File: src/rtl/core/stt_pkg.sv
// Package for the sparse triple table: types, sizes and codes.
package stt_pkg;
  localparam int CAPACITY_DEF    = 256;
  localparam int INDEX_BITS      = 10;
  localparam int VALUE_BITS      = 32;
  localparam int CFG_IDX_BITS    = 1;
  localparam int CFG_DATA_BITS   = INDEX_BITS;
  localparam int COUNT_BITS      = 9;

  localparam logic [CFG_IDX_BITS-1:0] REG_ROW_COUNT    = 1'd0;
  localparam logic [CFG_IDX_BITS-1:0] REG_COLUMN_COUNT = 1'd1;

  typedef enum logic [1:0] {
    ST_OK    = 2'd0,
    ST_RANGE = 2'd1,
    ST_FULL  = 2'd2
  } status_t;

  typedef enum logic [1:0] {
    OP_LOOKUP = 2'd0,
    OP_WRITE  = 2'd1,
    OP_REJECT = 2'd2
  } op_t;

  typedef struct packed {
    logic                         req_type;
    logic [INDEX_BITS-1:0]        row_index;
    logic [INDEX_BITS-1:0]        column_index;
    logic signed [VALUE_BITS-1:0] entry_value;
  } req_t;

  typedef struct packed {
    logic [1:0]                   status;
    logic signed [VALUE_BITS-1:0] read_value;
    logic [COUNT_BITS-1:0]        entries_used;
  } rsp_t;

  typedef struct packed {
    op_t                     op;
    logic [2*INDEX_BITS-1:0] key;
    logic [VALUE_BITS-1:0]   value;
  } cmd_t;
endpackage

File: src/rtl/core/stt_front.sv
// Front end: registers sizes, range-checks write requests and queues commands.
module stt_front (
  input  logic                             clk,
  input  logic                             rst,
  input  logic                             start,
  input  stt_pkg::req_t                    req,
  input  logic                             cfg_we,
  input  logic [stt_pkg::CFG_IDX_BITS-1:0] cfg_index,
  input  logic [stt_pkg::CFG_DATA_BITS-1:0] cfg_data,
  input  logic                             cmd_pop,
  output logic                             cmd_valid,
  output stt_pkg::cmd_t                    cmd,
  output logic                             full
);
  localparam int INDEX_BITS = stt_pkg::INDEX_BITS;
  localparam int VALUE_BITS = stt_pkg::VALUE_BITS;

  logic [INDEX_BITS-1:0] row_count;
  logic [INDEX_BITS-1:0] column_count;
  stt_pkg::cmd_t         q [2];
  logic                  wp, rp;
  logic [1:0]            cnt;
  stt_pkg::cmd_t         incoming;
  logic                  push;
  logic [INDEX_BITS-1:0] r, c;

  always_ff @(posedge clk) begin
    if (rst) begin
      row_count <= '0;
      column_count <= '0;
    end else if (cfg_we) begin
      if (cfg_index == stt_pkg::REG_ROW_COUNT) row_count <= cfg_data[INDEX_BITS-1:0];
      else column_count <= cfg_data[INDEX_BITS-1:0];
    end
  end

  assign r = req.row_index[INDEX_BITS-1:0];
  assign c = req.column_index[INDEX_BITS-1:0];

  always_comb begin
    incoming.key = {r, c};
    incoming.value = req.entry_value[VALUE_BITS-1:0];
    if (req.req_type) incoming.op = stt_pkg::OP_LOOKUP;
    else if (r == '0 || c == '0 || r > row_count || c > column_count)
      incoming.op = stt_pkg::OP_REJECT;
    else incoming.op = stt_pkg::OP_WRITE;
  end

  assign full = (cnt == 2'd2);
  assign push = start && !full;
  assign cmd_valid = (cnt != 2'd0);
  assign cmd = q[rp];

  always_ff @(posedge clk) begin
    if (push) q[wp] <= incoming;
  end

  always_ff @(posedge clk) begin
    if (rst) begin
      wp <= 1'b0;
      rp <= 1'b0;
      cnt <= 2'd0;
    end else begin
      if (push) wp <= ~wp;
      if (cmd_pop) rp <= ~rp;
      cnt <= cnt + {1'b0, push} - {1'b0, cmd_pop};
    end
  end
endmodule

File: config.mk
export PLATFORM = sky130hd
export DESIGN_NAME = stt_front
export DESIGN_NICKNAME = d
export VERILOG_FILES = /design/src/rtl/core/stt_pkg.sv /design/src/rtl/core/stt_front.sv
export SDC_FILE = /design/constraint.sdc
export NUM_CORES = 1
export LEC_CHECK = 0
export ABC_AREA = 1
export BUFFER_PORTS_ARGS = -buffer_cell sky130_fd_sc_hd__buf_2
export CAP_MARGIN = 20
export CORE_UTILIZATION = 46
export CTS_BUF_LIST = sky130_fd_sc_hd__clkbuf_16
export DETAILED_ROUTE_END_ITERATION = 10
export PLACE_DENSITY = 0.7
export SKIP_LAST_GASP = 1
export SLEW_MARGIN = 20
export SYNTH_ARGS = -nofsm -noshare
export SYNTH_HDL_FRONTEND = slang
export SYNTH_SLANG_ARGS = --single-unit
File: constraint.sdc
create_clock -name clk -period 8 [get_ports clk]
set_input_delay 0.4 -clock clk [delete_from_list [all_inputs] [get_ports clk]]
set_output_delay 0.4 -clock clk [all_outputs]
set_load 0.01 [all_outputs]
* Yosys cells after proc, flatten, opt, wreduce, memory -nomap -nowiden
Memory sizes are Yosys's and may differ from the RTL's. A register that Yosys moved wholly into a read port is not among the register bits.
Index checks and enable logic that the tools add are counted.
** Storage, ports and cells
- Output and inout port bits :: 56
- Register bits after elaboration :: 24
- Logic and storage cells :: 30
- Memories kept :: 1
- Bits in writable memories :: 108
- Bits of input ports :: 69
** Memory list
- q :: depth 2, width 54, rd ports 1, clocked after memory_dff 1, wr ports 1, RTL line stt_front.sv:20 : stt_pkg::cmd_t q [2];
** Cells by class
- Reductions and logical operators :: 10
- Bitwise logic cells :: 3
- Add/subtract/negate cells :: 2
- Equality and inequality tests :: 1
- $lt $le $gt $ge :: 2
- Muxes and demuxes :: 6
** Operators with widths (count)
- 10-bit > comparator :: 2
- 10-bit zero test :: 2
- 1-bit 2-to-1 mux :: 4
- 2-bit 2-to-1 mux :: 2
- 2-bit AND reduction :: 2
- 1-bit logical OR :: 3
- 1-bit inverter :: 3
- 2-bit by 1-bit adder with 2-bit output :: 1
- 2-bit equality test (second input constant) :: 1
- 2-bit nonzero test :: 1
- 2-bit by 1-bit subtractor with 2-bit output :: 1
- 1-bit logical AND :: 1
- 1-bit zero test :: 1

* Depth between registers and ports, before layout
- Depth in word-level cells :: 6
- Mapped depth :: 12
- Gate-level depth less buffers :: 12

* Worst setup path before layout
Ideal clock, no wire load.
- Path kind :: input to register
- Start point :: input start
- End point :: memory q[1][0] (netlist name), enable pin
- Stages on the path :: 2
- Library setup time :: 0.467 ns
- Data required time :: 7.533 ns
- Buffers on the path :: 0
- Slack :: 4.769 ns
- Arrival :: 2.764 ns
- Cells stage by stage :: o21ai_2 > nor2_1
** Between the ends
- Word-level cells in the longest chain between the ends :: 3
** Ends and longest elaborated chain
- from (decl) :: RTL line stt_front.sv:5 : input logic start,
- 1-bit logical AND :: RTL line stt_front.sv:50 : assign push = start && !full;
- 1-bit 2-to-1 mux :: RTL line stt_front.sv:55 : if (push) q[wp] <= incoming;
- 1-bit 2-to-1 mux (implied by the code) :: RTL line stt_front.sv:55
- to (decl) :: RTL line stt_front.sv:20
No other way between the ends.

==> run_results.csv <==
group,metric,value,unit
outcome,outcome,"finished with violations",
outcome,violations,"design-rule violations",
run,cap_violations,0,
clock_network,clk_path_buf_depth,2,
synthesis,synth_top_area_frac,0.590,
synthesis,synth_top_area_cell,"edfxtp_1",
grt,grt-ovfl-total,0,
floorplan,pin_count,125,
detailed_routing,route.detailed.drc,26,
synthesis,syn_area_per_cell,14.4,µm²
hold_path,hold_class,"in2reg",
clock_network,postCtsSetupBuffers,0,
grt,grt_util_all_layers,0.177,
placed_design,dp_cells,641,
floorplan,std_cell_rows,39,
synthesis,post_synth_fa_ha_maj_area_fraction,0.0501,
layout,final_util,0.593,
synthesis,syn_nets,473,
detailed_routing,firstDrtPassIters,7,
clock_network,htreeDepth,4,
sta,timing.final.ws_setup,5.71,ns
synthesis,ys_types,26,
sta,max_freq,437,MHz
synthesis,synth_xor_area_frac,0.00319,
floorplan,core,0.0115,mm²
worst_setup_path,path_class,"reg2out",
clock_network,path_clk_slew,0.06,ns
synthesis,synth_compound_area_frac,0.0426,
worst_setup_path,startpoint_type,"flop",
layout,final_cells,673,
floorplan,initial_core_util,0.477,
floorplan,die-height,111,µm
placed_design,pre_cts_slack,6.12,ns
sta,slew_headroom,0.501,
placed_design,gp_congestion,0.759,
worst_setup_path,critPathArrivalTime,1.89,ns
floorplan,die_w,111,µm
placed_design,hpwlAfterDp,6800,µm
layout,layout-drive-gt1-share,0.423,
clock_network,cts_hold_buffers,0,
synthesis,ys_ff_latch,133,
power,p_per_area,268,mW/mm²
detailed_routing,drt_iter0_markers,160,
synthesis,synth-simple-area-share,0.0706,
hold_path,holdPathStages,1,
worst_setup_path,reg2reg_from,"cnt[1]",
hold_path,holdPathEnd,"q[0][3]",
worst_setup_path,worstPathMaxFanout,54,
power,irDropWorstVdd,0.137,mV
clock_network,cts_tree,"done",
sta,rsz0062_at_grt,"false",
worst_setup_path,worst-r2r-cell-count,8,
synthesis,netlist_area,0.00550,mm²
synthesis,synthCells,382,
sta,fin_crit,2.29,ns
layout,nets,608,
floorplan,die-area,0.0124,mm²
clock_network,cts-resized-gates,0,
hold_path,min_from,"req[3]",
layout,diodes,0,
detailed_routing,num_vias,3342,
clock_network,cts_num_sinks,133,
worst_setup_path,cp.required,7.60,ns
sta,hold_viol,0,
detailed_routing,wire_per_inst,15.3,µm
worst_setup_path,worst_r2r_endpoint,"cnt[1]",
sta,timing.clock.skew,0.00816,ns
grt,grt_pass1_vias,3450,
sta,setup_viol,0,
synthesis,synth_mux_area_frac,0.111,
clock_network,clkLatencyLatePin,0.41,ns
placed_design,io_buffers,124,
layout,area_growth,24.2,%
synthesis,yosysSeqAreaShare,0.681,
sta,fin_crit_sh,0.286,
synthesis,yosys_warnings,0,
detailed_routing,totalWireLength,10300,µm
grt,grt_first_pass_wirelength,16500,µm
synthesis,synth_area_leaders,"edfxtp_1, mux2_2, dfxtp_1",
worst_setup_path,cp-end-kind,"output pin",
detailed_routing,drt.antenna.violating_nets,0,
grt,grt_max_degree,56,
clock_network,cts_buffers,17,
sta,report.final.slew_viol_count,0,
power,leakagePower,2.75,nW
detailed_routing,vias_per_cell,4.97,
sta,tns,0,ns
sta,tightest_slew,0.749,ns
grt,antenna_found_initial,0,
worst_setup_path,reg2reg_slack,6.24,ns
synthesis,synth_top_family_by_area,"multiplexers",
clock_network,cts_root_buf,"clkbuf_16",
## state kept, by name, summed over array words and instances (netlist names), named ones only
signal and cells:
rp 1, cnt 2, row_count 10, wp 1, column_count 10, q 108
## power breakdown
group / switching [W] / internal [W] / leakage [nW]
clock: 0.000267 / 0.000480 / 0.290
sequential: 0.0000158 / 0.000823 / 1.21
combinational: 0.000141 / 0.000104 / 1.25
total: 0.000424 / 0.00141 / 2.75
## area by class of cell
| cell class | instances | area (µm²) |
|---|---|---|
| inverters | 39 | 149 |
| fillers | 918 | 4690 |
| clock buffers | 17 | 425 |
| flip-flops and latches | 133 | 3740 |
| multi-input cells | 199 | 1540 |
| repair buffers | 127 | 643 |
| clock inverters | 15 | 148 |
| well taps | 143 | 179 |
## through the flow
stage / power (W) / hold WS [ns] / instance area [µm²]
2_1_floorplan: 0.00101 / 0.443 / 5500
3_3_place_gp: 0.00109 / 0.459 / 6250
3_5_place_dp: 0.00110 / 0.465 / 6250
4_1_cts: 0.00185 / 0.164 / 6830
5_1_grt: 0.00190 / 0.159 / 6830
6_report: 0.00183 / 0.178 / 6830
## synthesized netlist by cell type (all sizes together)
library cell  instances
edfxtp              108
mux2                 54
nor2                 45
inv                  39
nand2                36
dfxtp                25
ha                   22
a211oi               18
buf                  11
nand3                 8
a21oi                 6
nand4                 2
nor3b                 2
a21o                  1
o21ai                 1
o21bai                1
or2                   1
xnor2                 1
xor2                  1
## placed cells by master (no fill, tap or decap), drive strengths merged
| master | n |
|---|---|
| a211oi | 18 |
| a21o | 1 |
| a21oi | 6 |
| buf | 127 |
| bufinv | 3 |
| clkbuf | 17 |
| clkinv | 8 |
| clkinvlp | 1 |
| dfxtp | 25 |
| edfxtp | 108 |
| ha | 22 |
| inv | 42 |
| mux2 | 54 |
| nand2 | 36 |
| nand3 | 8 |
| nand4 | 2 |
| nor2 | 45 |
| nor3b | 2 |
| o21ai | 1 |
| o21bai | 1 |
| or2 | 1 |
| xnor2 | 1 |
| xor2 | 1 |
## critical path: stages (launching register included)
cell and delay, ns:
dfxtp_2 0.31, buf_4 0.55, mux2_2 0.42, buf_2 0.14
## how the worst max path moves through the flow
stage,startpoint,to,slack [ns],depth (start not counted)
after floorplan,start,q[1][0],4.77,2
after global placement,flop,cmd[0],6.15,3
after detailed placement,flop,cmd[37],6.12,3
after CTS,flop,cmd[14],5.68,3
after global routing,flop,cmd[41],5.62,3
final,flop,cmd[4],5.71,3
## logic make-up after synthesis
logic type,count (synthesis)
flip-flops,133
AND/OR/NAND/NOR,94
multiplexers,54
buffers and inverters,50
AO/OA/AOI/OAI,27
adder cells (fa/ha/maj),22
XOR/XNOR,2
## layer usage
metal	GRT usage	vias to the layer above	wire length, µm
li1	-	1637	-
met1	0.214	1588	4600
met3	0.0558	15	619
met5	0	-	0
met2	0.293	102	4950
met4	0.0766	0	145
No activity file was read; power rests on OpenSTA's default activity.
